===== src/potimer_pkg.sv =====
`timescale 1ns / 1ps
// Shared types, codes and helper functions for the timer table.
// No dependencies; every other file of the block uses this package.
package potimer_pkg;

  localparam int ID_W   = 32;
  localparam int TIME_W = 31;
  localparam int REM_W  = 32;

  // Operation codes of an input item
  localparam logic [1:0] OP_CREATE = 2'd0;
  localparam logic [1:0] OP_DELETE = 2'd1;
  localparam logic [1:0] OP_TICK   = 2'd2;

  // Result kinds
  localparam logic [1:0] KIND_CREATE = 2'd0;
  localparam logic [1:0] KIND_DELETE = 2'd1;
  localparam logic [1:0] KIND_FIRED  = 2'd2;

  // Result status codes
  localparam logic [1:0] STAT_OK        = 2'd0;
  localparam logic [1:0] STAT_FULL      = 2'd1;
  localparam logic [1:0] STAT_NOT_FOUND = 2'd2;

  localparam logic [REM_W-1:0] REM_MIN = {1'b1, {(REM_W-1){1'b0}}};

  typedef struct packed {
    logic [1:0]        operation;
    logic [TIME_W-1:0] interval;
    logic              repeating;
    logic [ID_W-1:0]   timer_id;
    logic [TIME_W-1:0] elapsed;
  } item_t;

  typedef struct packed {
    logic [1:0]      kind;
    logic [ID_W-1:0] result_id;
    logic [1:0]      status;
    logic            last;
  } result_t;

  typedef enum logic [2:0] {
    S_IDLE,
    S_SCAN,
    S_CREATE_END,
    S_DELETE_END,
    S_SORT,
    S_EMIT
  } ctrl_state_t;

  // Controller to datapath
  typedef struct packed {
    logic load;
    logic scan_start;
    logic scan_step;
    logic sort_mode;
    logic finish_create;
    logic finish_delete;
    logic emit_fired;
  } dp_cmd_t;

  // Datapath to controller
  typedef struct packed {
    logic       scan_done;
    logic [1:0] op;
    logic       none_fired;
    logic       one_left;
  } dp_stat_t;

  // Signed subtract, saturating at the most negative value
  function automatic logic [REM_W-1:0] sat_sub(input logic [REM_W-1:0] rem,
                                               input logic [TIME_W-1:0] dt);
    logic [REM_W:0] diff;
    diff = {rem[REM_W-1], rem} - {{(REM_W+1-TIME_W){1'b0}}, dt};
    if (diff[REM_W] != diff[REM_W-1]) begin
      return REM_MIN;
    end
    return diff[REM_W-1:0];
  endfunction

  function automatic logic is_nonpositive(input logic [REM_W-1:0] rem);
    return (rem == '0) || rem[REM_W-1];
  endfunction

endpackage


===== src/potimer_ctrl.sv =====
`timescale 1ns / 1ps
// Sequencer of the timer table: scan, finish and sort/emit phases.
// Depends on potimer_pkg; drives the datapath potimer_dp by command struct.
module potimer_ctrl (
  input  logic                  clk,
  input  logic                  rst,
  input  logic                  start,
  output logic                  busy,
  input  potimer_pkg::dp_stat_t stat,
  output potimer_pkg::dp_cmd_t  ctl
);

  potimer_pkg::ctrl_state_t state, state_next;

  always_ff @(posedge clk) begin
    if (rst) begin
      state <= potimer_pkg::S_IDLE;
    end else begin
      state <= state_next;
    end
  end

  always_comb begin
    state_next = state;
    ctl        = '0;
    unique case (state)
      potimer_pkg::S_IDLE: begin
        if (start) begin
          ctl.load       = 1'b1;
          ctl.scan_start = 1'b1;
          state_next     = potimer_pkg::S_SCAN;
        end
      end
      potimer_pkg::S_SCAN: begin
        ctl.scan_step = 1'b1;
        if (stat.scan_done) begin
          unique case (stat.op)
            potimer_pkg::OP_CREATE: state_next = potimer_pkg::S_CREATE_END;
            potimer_pkg::OP_DELETE: state_next = potimer_pkg::S_DELETE_END;
            potimer_pkg::OP_TICK: begin
              if (stat.none_fired) begin
                state_next = potimer_pkg::S_IDLE;
              end else begin
                ctl.scan_start = 1'b1;
                state_next     = potimer_pkg::S_SORT;
              end
            end
            default: state_next = potimer_pkg::S_IDLE;
          endcase
        end
      end
      potimer_pkg::S_CREATE_END: begin
        ctl.finish_create = 1'b1;
        state_next        = potimer_pkg::S_IDLE;
      end
      potimer_pkg::S_DELETE_END: begin
        ctl.finish_delete = 1'b1;
        state_next        = potimer_pkg::S_IDLE;
      end
      potimer_pkg::S_SORT: begin
        ctl.scan_step = 1'b1;
        ctl.sort_mode = 1'b1;
        if (stat.scan_done) begin
          state_next = potimer_pkg::S_EMIT;
        end
      end
      potimer_pkg::S_EMIT: begin
        ctl.emit_fired = 1'b1;
        if (stat.one_left) begin
          state_next = potimer_pkg::S_IDLE;
        end else begin
          ctl.scan_start = 1'b1;
          state_next     = potimer_pkg::S_SORT;
        end
      end
      default: state_next = potimer_pkg::S_IDLE;
    endcase
  end

  assign busy = (state != potimer_pkg::S_IDLE);

endmodule


===== src/potimer_dp.sv =====
`timescale 1ns / 1ps
// Datapath of the timer table: slot memories, valid and fired bits, the
// slot scan pipeline, the id counter and the result register. Uses potimer_pkg.
module potimer_dp #(
  parameter int MAX_TIMERS = 16
) (
  input  logic                  clk,
  input  logic                  rst,
  input  potimer_pkg::item_t    cmd,
  input  potimer_pkg::dp_cmd_t  ctl,
  output potimer_pkg::dp_stat_t stat,
  output logic                  strobe,
  output potimer_pkg::result_t  result
);

  localparam int IDX_W = (MAX_TIMERS > 1) ? $clog2(MAX_TIMERS) : 1;
  localparam int CNT_W = $clog2(MAX_TIMERS + 1);
  localparam logic [CNT_W-1:0] CNT_END = CNT_W'(MAX_TIMERS);
  localparam logic [CNT_W-1:0] CNT_ONE = CNT_W'(1);

  // Slot memories, read at the scan address with registered data
  logic [potimer_pkg::ID_W-1:0]   mem_ident  [MAX_TIMERS];
  logic [potimer_pkg::TIME_W-1:0] mem_reload [MAX_TIMERS];
  logic [potimer_pkg::REM_W-1:0]  mem_rem    [MAX_TIMERS];
  logic                           mem_per    [MAX_TIMERS];

  potimer_pkg::item_t item_q;

  logic [CNT_W-1:0]               cnt;
  logic                           p_vld;
  logic [IDX_W-1:0]               p_idx;
  logic [potimer_pkg::ID_W-1:0]   rd_ident;
  logic [potimer_pkg::TIME_W-1:0] rd_reload;
  logic [potimer_pkg::REM_W-1:0]  rd_rem;
  logic                           rd_per;

  logic [MAX_TIMERS-1:0]          valid;
  logic [MAX_TIMERS-1:0]          fired;
  logic [CNT_W-1:0]               nfired;
  logic                           found;
  logic [IDX_W-1:0]               found_idx;
  logic                           best_vld;
  logic [potimer_pkg::ID_W-1:0]   best_id;
  logic [IDX_W-1:0]               best_idx;
  logic [potimer_pkg::ID_W-1:0]   id_counter;

  logic                           rd_en;
  logic [IDX_W-1:0]               rd_addr;
  logic                           proc;
  logic                           create_hit;
  logic                           delete_hit;
  logic                           do_tick;
  logic [potimer_pkg::REM_W-1:0]  tick_rem;
  logic                           tick_fire;
  logic                           sort_hit;
  logic [potimer_pkg::ID_W-1:0]   next_id;

  assign rd_en   = ctl.scan_step && (cnt != CNT_END);
  assign rd_addr = cnt[IDX_W-1:0];
  assign proc    = p_vld && !ctl.sort_mode;

  assign create_hit = proc && (item_q.operation == potimer_pkg::OP_CREATE) &&
                      !valid[p_idx] && !found;
  assign delete_hit = proc && (item_q.operation == potimer_pkg::OP_DELETE) &&
                      valid[p_idx] && (rd_ident == item_q.timer_id) && !found;
  assign do_tick    = proc && (item_q.operation == potimer_pkg::OP_TICK) &&
                      valid[p_idx];
  assign tick_rem   = potimer_pkg::sat_sub(rd_rem, item_q.elapsed);
  assign tick_fire  = potimer_pkg::is_nonpositive(tick_rem);
  // Strict compare keeps the lower slot on equal identifiers
  assign sort_hit   = p_vld && ctl.sort_mode && fired[p_idx] &&
                      (!best_vld || (rd_ident < best_id));
  assign next_id    = id_counter + 1'b1;

  // Memory read port
  always_ff @(posedge clk) begin
    if (rd_en) begin
      rd_ident  <= mem_ident[rd_addr];
      rd_reload <= mem_reload[rd_addr];
      rd_rem    <= mem_rem[rd_addr];
      rd_per    <= mem_per[rd_addr];
    end
  end

  // Memory write port: new timer on create, countdown update on tick
  always_ff @(posedge clk) begin
    if (ctl.finish_create && found) begin
      mem_ident[found_idx]  <= next_id;
      mem_reload[found_idx] <= item_q.interval;
      mem_rem[found_idx]    <= {1'b0, item_q.interval};
      mem_per[found_idx]    <= item_q.repeating;
    end else if (do_tick) begin
      mem_rem[p_idx] <= (tick_fire && rd_per) ? {1'b0, rd_reload} : tick_rem;
    end
  end

  // Control state of the datapath
  always_ff @(posedge clk) begin
    if (rst) begin
      cnt        <= '0;
      p_vld      <= 1'b0;
      valid      <= '0;
      fired      <= '0;
      nfired     <= '0;
      found      <= 1'b0;
      best_vld   <= 1'b0;
      id_counter <= '0;
      strobe     <= 1'b0;
    end else begin
      strobe <= ctl.finish_create || ctl.finish_delete || ctl.emit_fired;
      if (ctl.load) begin
        fired  <= '0;
        nfired <= '0;
      end
      if (ctl.scan_step) begin
        p_vld <= rd_en;
        if (rd_en) begin
          cnt <= cnt + 1'b1;
        end
      end
      if (create_hit || delete_hit) begin
        found <= 1'b1;
      end
      if (do_tick && tick_fire) begin
        fired[p_idx] <= 1'b1;
        nfired       <= nfired + 1'b1;
        if (!rd_per) begin
          valid[p_idx] <= 1'b0;
        end
      end
      if (sort_hit) begin
        best_vld <= 1'b1;
      end
      if (ctl.finish_create && found) begin
        valid[found_idx] <= 1'b1;
        id_counter       <= next_id;
      end
      if (ctl.finish_delete && found) begin
        valid[found_idx] <= 1'b0;
      end
      if (ctl.emit_fired) begin
        fired[best_idx] <= 1'b0;
        nfired          <= nfired - 1'b1;
      end
      // Restart the scan last so it wins over the final step
      if (ctl.scan_start) begin
        cnt      <= '0;
        p_vld    <= 1'b0;
        found    <= 1'b0;
        best_vld <= 1'b0;
      end
    end
  end

  // Payload registers
  always_ff @(posedge clk) begin
    if (ctl.load) begin
      item_q <= cmd;
    end
    if (ctl.scan_step) begin
      p_idx <= rd_addr;
    end
    if (create_hit || delete_hit) begin
      found_idx <= p_idx;
    end
    if (sort_hit) begin
      best_id  <= rd_ident;
      best_idx <= p_idx;
    end
    if (ctl.finish_create) begin
      result.kind      <= potimer_pkg::KIND_CREATE;
      result.result_id <= found ? next_id : '0;
      result.status    <= found ? potimer_pkg::STAT_OK : potimer_pkg::STAT_FULL;
      result.last      <= 1'b1;
    end else if (ctl.finish_delete) begin
      result.kind      <= potimer_pkg::KIND_DELETE;
      result.result_id <= item_q.timer_id;
      result.status    <= found ? potimer_pkg::STAT_OK : potimer_pkg::STAT_NOT_FOUND;
      result.last      <= 1'b1;
    end else if (ctl.emit_fired) begin
      result.kind      <= potimer_pkg::KIND_FIRED;
      result.result_id <= best_id;
      result.status    <= potimer_pkg::STAT_OK;
      result.last      <= (nfired == CNT_ONE);
    end
  end

  assign stat.scan_done  = (cnt == CNT_END) && !p_vld;
  assign stat.op         = item_q.operation;
  assign stat.none_fired = (nfired == '0);
  assign stat.one_left   = (nfired == CNT_ONE);

endmodule


===== src/periodic_oneshot_timer_table_unit.sv =====
`timescale 1ns / 1ps
// Top level of the timer table: controller potimer_ctrl plus datapath potimer_dp.
// Depends on potimer_pkg for the item, result and command types.
//
// Table of up to MAX_TIMERS software timers. Raise start with an item on cmd
// while busy is low; the item is taken at that clock edge. Every item walks
// the slot table one slot per cycle through a single read port of the slot
// memories. A create or delete item gives exactly one result. A tick first
// updates every slot, then emits the fired timers in ascending identifier
// order, one selection scan per fired timer; a tick that fires nothing gives
// no result. Each result shows on result for exactly one cycle with strobe
// high, and last marks the final result of its item. The receiver cannot
// stall: capture result whenever strobe is high. busy drops in the cycle that
// shows the final result, so the next item may be taken at the edge that
// ends it. Operation code 3 is scanned over and dropped without a result.
module periodic_oneshot_timer_table_unit #(
  parameter int MAX_TIMERS = 16
) (
  input  logic                 clk,
  input  logic                 rst,
  input  logic                 start,
  output logic                 busy,
  input  potimer_pkg::item_t   cmd,
  output logic                 strobe,
  output potimer_pkg::result_t result
);

  potimer_pkg::dp_cmd_t  ctl;
  potimer_pkg::dp_stat_t stat;

  // Sequence scan, finish, sort and emit phases
  potimer_ctrl u_ctrl (
    .clk   (clk),
    .rst   (rst),
    .start (start),
    .busy  (busy),
    .stat  (stat),
    .ctl   (ctl)
  );

  // Hold the slots, advance the scan, register each result with a one-cycle strobe
  potimer_dp #(
    .MAX_TIMERS (MAX_TIMERS)
  ) u_dp (
    .clk    (clk),
    .rst    (rst),
    .cmd    (cmd),
    .ctl    (ctl),
    .stat   (stat),
    .strobe (strobe),
    .result (result)
  );

endmodule


===== config.mk =====
export PLATFORM = sky130hd
export DESIGN_NAME = periodic_oneshot_timer_table_unit
export DESIGN_NICKNAME = d
export VERILOG_FILES = /design/src/potimer_pkg.sv /design/src/potimer_ctrl.sv /design/src/potimer_dp.sv /design/src/periodic_oneshot_timer_table_unit.sv
export SDC_FILE = /design/constraint.sdc
export NUM_CORES = 2
export LEC_CHECK = 0
export ABC_AREA = 1
export BUFFER_PORTS_ARGS = -buffer_cell sky130_fd_sc_hd__buf_4
export CORE_AREA = 3 3 418 420
export DETAILED_ROUTE_END_ITERATION = 7
export DIE_AREA = 0 0 421 423
export SLEW_MARGIN = 20
export SYNTH_ARGS = -nofsm -noshare
export SYNTH_HDL_FRONTEND = slang
export SYNTH_SLANG_ARGS = --single-unit

===== constraint.sdc =====
create_clock -name clk -period 8.29 [get_ports clk]
set_input_delay 0.4145 -clock clk [delete_from_list [all_inputs] [get_ports clk]]
set_output_delay 0.4145 -clock clk [all_outputs]
set_load 0.05 [all_outputs]

## Word level (Yosys, flattened, before mapping)

Memories as Yosys holds them, arrays and structs flattened. A register that Yosys moved wholly into a read port is not among the register bits.
Cells that the tools add are included.

| word-level totals | value |
|---|---|
| bits of input ports | 100 |
| memories kept | 4 |
| word-level logic and storage cells | 170 |
| register bits | 259 |
| memory bits (writable) | 1,536 |
| output and inout bits | 39 |

Memory list:

| name | words | width | rd ports | clocked after Yosys merged registers in | wr ports | line | RTL |
|---|---|---|---|---|---|---|---|
| u_dp.mem_ident | 16 | 32 | 1 | 1 | 1 | potimer_dp.sv:22 | `logic [potimer_pkg::ID_W-1:0] mem_ident [MAX_TIMERS];` |
| u_dp.mem_rem | 16 | 32 | 1 | 1 | 1 | potimer_dp.sv:24 | `logic [potimer_pkg::REM_W-1:0] mem_rem [MAX_TIMERS];` |
| u_dp.mem_reload | 16 | 31 | 1 | 1 | 1 | potimer_dp.sv:23 | `logic [potimer_pkg::TIME_W-1:0] mem_reload [MAX_TIMERS];` |
| u_dp.mem_per | 16 | 1 | 1 | 1 | 1 | potimer_dp.sv:25 | `logic mem_per [MAX_TIMERS];` |

| cells by class | value |
|---|---|
| bitwise logic cells | 8 |
| magnitude comparators | 7 |
| add/sub/neg operators | 5 |
| muxes and demuxes | 61 |
| equality and inequality tests | 15 |
| reduce and logical (&&, ||, !) cells | 46 |

Operators with widths:

| cell | number |
|---|---|
| $mux W16 | 11 |
| $mux W32 | 5 |
| $mux W36 | 2 |
| $and A16 B16 Y16 | 3 |
| $not A16 Y16 | 3 |
| $mux W35 | 1 |
| $sub A32 B32 Y33 | 1 |
| $add A32 B1 Y32 const B | 1 |
| $eq A32 B32 Y1 | 1 |
| $logic_not A32 Y1 | 1 |
| $lt A32 B32 Y1 | 1 |
| $or A16 B16 Y16 | 2 |
| $reduce_or A32 Y1 | 1 |
| $mux W1 | 23 |
| $logic_and A1 B1 Y1 | 22 |
| $lt A4 B5 Y1 const B | 3 |
| $mux W3 | 5 |
| $mux W5 | 3 |
| $demux W1 S4 | 3 |
| $ge A4 B1 Y1 const B | 3 |
| $pmux W3 S4 | 1 |
| $add A5 B1 Y5 const B | 2 |
| $pmux W3 S3 | 1 |
| $reduce_bool A3 Y1 | 3 |
| other kinds (24) | 40 |

## Longest topological paths before layout

| logic depth | value |
|---|---|
| depth after elaboration | 14 |
| depth in mapped cells | 31 |
| mapped depth without buffers | 29 |

## Cells and area by module

A second synthesis with hierarchy kept.

| unflattened totals | value |
|---|---|
| cells, all modules | 6,445 |
| area, all modules | 77,221.6 µm² |

By module, submodules not included:

| module | area an instance (µm²) | instances | seq. area each (µm²) | cells an instance |
|---|---|---|---|---|
| potimer_dp | 76,945.0 | 1 | 55,883.6 | 6,400 |
| potimer_ctrl | 276.5 | 1 | 60.1 | 45 |

## Worst setup path after synthesis

No wires, ideal clock.

| path | value |
|---|---|
| path type | register to register |
| start point | register u_ctrl.state[0] |
| end point | register u_dp.found |
| data required time | 8,176 ps |
| clock period less this slack | 7,400 ps |
| slack | 890 ps |
| buffers on the path | 1 |
| data arrival time | 7,286 ps |
| cell stages (with the launch flop) | 11 |
| setup time | 114 ps |
| cell sequence | dfxtp_1 -> clkbuf_1 -> nor2_1 -> inv_1 -> nor2_1 -> inv_1 -> nor2_1 -> clkinv_1 -> o2111ai_1 -> o21bai_1 -> inv_1 |

| between the ends | value |
|---|---|
| longest elaborated chain between the ends | 9 |
| elaborated cells on any way between the ends | 17 |
| classes of those cells | eq/ne (3); mux (2); reduce/logical (12) |

RTL lines:

| element | line | RTL |
|---|---|---|
| start, declared | potimer_ctrl.sv:13 | `potimer_pkg::ctrl_state_t state, state_next;` |
| start signal, assigned | potimer_ctrl.sv:17 | `state <= potimer_pkg::S_IDLE;` |
| start signal, assigned | potimer_ctrl.sv:19 | `state <= state_next;` |
| $eq A3 B3 Y1 | potimer_ctrl.sv:26 | `unique case (state)` |
| $mux W1 | potimer_ctrl.sv:26 |  |
| $logic_not A1 Y1 | potimer_dp.sv:60 | `assign proc = p_vld && !ctl.sort_mode;` |
| $logic_and A1 B1 Y1 | potimer_dp.sv:60 |  |
| $logic_and A1 B1 Y1 (2 in series) | potimer_dp.sv:64 | `assign delete_hit = proc && (item_q.operation == potimer_pkg::OP_DELETE) &&` |
| $logic_and A1 B1 Y1 (2 in series) | potimer_dp.sv:65 | `valid[p_idx] && (rd_ident == item_q.timer_id) && !found;` |
| $logic_or A1 B1 Y1 | potimer_dp.sv:121 | `if (create_hit \|\| delete_hit) begin` |
| end signal, assigned | potimer_dp.sv:105 | `found <= 1'b0;` |
| end signal, assigned | potimer_dp.sv:122 | `found <= 1'b1;` |
| end signal, assigned | potimer_dp.sv:149 | `found <= 1'b0;` |
| end, declared | potimer_dp.sv:40 | `logic found;` |

Several ways; a longest one is shown, not always the timed one.
A chain may end at the register's enable or synchronous reset.

## Worst setup path after layout

| path | value |
|---|---|
| start point | register u_dp.rd_rem[9] (netlist bit) (read register of u_dp.mem_rem) |
| end point | memory u_dp.mem_rem[2][2] (netlist bit), data pin |

| between the ends | value |
|---|---|
| longest elaborated chain between the ends | 9 |

RTL lines:

| element | line | RTL |
|---|---|---|
| start, declared | potimer_dp.sv:34 | `logic [potimer_pkg::REM_W-1:0] rd_rem;` |
| $sub A32 B32 Y33 * | potimer_pkg.sv:74 | `diff = {rem[REM_W-1], rem} - {{(REM_W+1-TIME_W){1'b0}}, dt};` |
| $ne A1 B1 Y1 | potimer_pkg.sv:75 | `if (diff[REM_W] != diff[REM_W-1]) begin` |
| $mux W1 | potimer_pkg.sv:75 |  |
| $mux W32 * | potimer_pkg.sv:78 | `return diff[REM_W-1:0];` |
| $logic_not A32 Y1 | potimer_pkg.sv:82 | `return (rem == '0) \|\| rem[REM_W-1];` |
| $logic_or A1 B1 Y1 | potimer_pkg.sv:82 |  |
| $logic_and A1 B1 Y1 | potimer_dp.sv:93 | `mem_rem[p_idx] <= (tick_fire && rd_per) ? {1'b0, rd_reload} : tick_rem;` |
| $mux W32 * | potimer_dp.sv:93 |  |
| $mux W32 (no source line) * | - |  |
| end, declared | potimer_dp.sv:24 |  |

Every way passes the cells marked *; elsewhere a longest branch is shown, timed or not.

==> flow_metrics.env <==
export IMPL_final_util_pct=51.4
export IMPL_synth_warnings=0
export IMPL_min_path_type="in2reg"
export IMPL_multi_input_area_um2=18800
export IMPL_ant_nets=0
export IMPL_start_kind="flip-flop"
export IMPL_power_density_nw_per_um2=251
export IMPL_design_area_um2=88100
export IMPL_cts_buffers=193
export IMPL_path_class="reg2reg"
export IMPL_synth_cell_type_count=54
export IMPL_dpl_cell_count=8439
export IMPL_arrival_ns=6.81
export IMPL_synthCells=6263
export IMPL_grt_setup_unrepaired="no"
export IMPL_clk_latency_ns=0.84
export IMPL_netlist_area_um2=77100
export IMPL_synth_area_per_cell_um2=12.3
export IMPL_register_area_um2=56000
export IMPL_slowest_delay_ns=0.87
export IMPL_synthFlopType="edfxtp_1"
export IMPL_via_per_inst=5.71
export IMPL_irDropWorstVdd_mv=0.177
export IMPL_drv_slew=0
export IMPL_first_pass_iters=6
export IMPL_finalCritPeriodShare_pct=76.7
export IMPL_drt_iter0_drc=5989
export IMPL_start_util_pct=45.0
export IMPL_slowest_stage="o21ai_1"
export IMPL_p_leak_uw=0.0303
export IMPL_clk_pin_slew_ns=0.06
export IMPL_relSlewSlack_pct=21.9
export IMPL_cts_setup_buffers=0
export IMPL_endpoint_kind="flip-flop"
export IMPL_cts_root_buffer="clkbuf_16"
export IMPL_nets=6592
export IMPL_clock_skew_final_ns=0.0669
export IMPL_die_h_um=423
export IMPL_cp_top_family="simple AND/OR/NAND/NOR gates"
export IMPL_cts_resized=0
export IMPL_dieWidth_um=421
export IMPL_core_area_um2=171000
export IMPL_status="completed"
export IMPL_crit_required_ns=8.74
export IMPL_grt_max_degree=192
export IMPL_setup_viol_count_final=0
export IMPL_synth_nets=6434
export IMPL_cts_sinks=1891
export IMPL_synth_seq_area_share_pct=72.5
export IMPL_instances_no_fill=8895
export IMPL_die_area_um2=178000
export IMPL_crit_buf_inv=3
export IMPL_synthArstFlopShare_pct=0
export IMPL_grt_pass1_vias=48300
export IMPL_io_pin_count=139
export IMPL_place_congestion=0.926
export IMPL_port_buffers=138
export IMPL_drive_gt1_share_pct=9.39
export IMPL_post_drt_wl_per_cell_um=24.1
export IMPL_gr_total_overflow=0
export IMPL_vias=50700
export IMPL_synth_edf_count=1807
export IMPL_ctsHtreeMaxLevel=4
export IMPL_rows=152
export IMPL_cp_max_fo=60
export IMPL_wirelength_um=215000
export IMPL_ys_ff_latch=1891
export IMPL_cap_violations=0
export IMPL_n_fill_cell=14600
export IMPL_dpl_cell_area_um2=80700
export IMPL_cts_tree="yes"
export IMPL_grt_pass1_wl_um=317000
export IMPL_dp_hpwl_um=120000
export IMPL_setup_tns_final_ns=0
export IMPL_clk_path_buf_depth=3
export IMPL_finalCriticalPeriod_ns=6.36
export IMPL_drc_errors=0
export IMPL_timing_fmax_ghz=0.157
export IMPL_antenna_found_initial=3
export IMPL_tightestPinTransition_ns=1.16
export IMPL_hold_viol_final=0
export IMPL_area_growth_pct=14.3
export IMPL_grt_total_usage_pct=23.5
export IMPL_cp_common_cell="nand2_1"
[cells in the mapped netlist, types with 4 or more instances]
cell      count  area [µm²]
a21oi_1     125         626
a21oi_2      11        96.3
a22oi_1       5        37.5
a31oi_1       6        37.5
buf_1        24        90.1
buf_2         6        30.0
buf_4         6        45.0
clkbuf_1    321        1200
clkinv_1      6        22.5
dfxtp_1      84        1680
edfxtp_1   1807       54300
ha_1         70         876
inv_1       311        1170
inv_2        10        37.5
nand2_1     730        2740
nand2_2      19         119
nand3_1     309        1550
nand3_2       4        40.0
nand3b_1     11        82.6
nand4_1      25         156
nor2_1      942        3540
nor2_2        5        31.3
nor2_4        6        67.6
nor3_1       16        80.1
nor4_1        8        50.1
o211ai_1     65         488
o21ai_0     796        3980
o21ai_1      37         185
o221ai_1    163        1430
o22ai_1     231        1450
xnor2_1      23         201
xor2_1       42         368
[cell type report]
type / count / share of cell area [%]
inverter: 328 / 1.47
antenna: 3 / 0.00852
tap: 2310 / 3.28
clock buffer: 236 / 5.66
sequential: 1891 / 63.5
multi-input combinational: 3683 / 21.3
timing repair buffer: 324 / 3.17
clock inverter: 120 / 1.64
[placed cells by master, fill, tap and decap left out, types with 97 or more instances in the layout]
master            n
o22ai_1         231
a21oi_1         124
buf_4           219
dlygate4sd3_1    97
nand2_1         730
o221ai_1        163
o21ai_0         796
inv_1           294
clkbuf_16       193
nand3_1         309
nor2_1          920
edfxtp_1       1807
[per-stage QoR]
| step | total power [µW] | setup slack, ns | hold WS, ns |
|---|---|---|---|
| after floorplan | 12700 | 0.890 | 0.430 |
| after global placement | 13500 | 2.08 | 0.447 |
| after detailed placement | 13500 | 1.92 | 0.459 |
| after CTS | 22300 | 1.87 | 0.0548 |
| after global routing | 22900 | 1.45 | 0.105 |
| final | 22100 | 1.93 | 0.112 |
[registers in the layout, summed over array words and instances, names as in the netlist, 32 cells and up]
name / flops
u_dp.result: 37
u_dp.rd_rem: 32
u_dp.best_id: 32
u_dp.rd_ident: 32
u_dp.item_q: 95
u_dp.mem_ident: 512
u_dp.id_counter: 32
u_dp.mem_reload: 496
u_dp.mem_rem: 512
[metal layers]
layer,routed length [µm],share of wire (%),track usage [%]
met1,93000,43,34.0
met2,101000,47,37.7
met3,16300,7.6,3.38
met4,4660,2.2,5.91
met5,0,0,0
[path summary, 6_finish.rpt]
check             startpoint                  end  slack (ns)  cells after the start
min                      rst  u_dp.id_counter[27]        0.11                      2
max reg2reg   u_dp.rd_rem[9]   u_dp.mem_rem[2][2]        1.93                     26
max           u_dp.rd_rem[9]   u_dp.mem_rem[2][2]        1.93                     26
min reg2reg  u_dp.result[36]      u_dp.result[36]        0.46                      2
[report_power, final]
group / switching, µW / total (µW) / internal [µW] / leakage [µW]
Clock: 3730 / 8760 / 5040 / 0.00311
Combinational: 1750 / 2410 / 664 / 0.00999
Sequential: 220 / 11000 / 10800 / 0.0172
Total: 5690 / 22100 / 16500 / 0.0303
[logic make-up (layout without fill, tap and decap cells)]
kind of cell | after synthesis | in the layout | synth area share [%]
fa+ha+maj | 71 | 71 | 1.16
simple gates | 2095 | 2095 | 11.2
other cells | 0 | 3 | 0
buf+inv | 689 | 1008 | 3.44
xor+xnor | 66 | 66 | 0.759
flops | 1891 | 1891 | 72.5
compound gates | 1451 | 1451 | 10.9
[timing repair]
| action | in CTS | in global routing |
|---|---|---|
| endpoints found under the hold margin | 97 | 0 |
| endpoints found under the setup margin | 0 | 0 |
| hold buffers | 97 | 0 |
(Power assumes the default switching activity.)
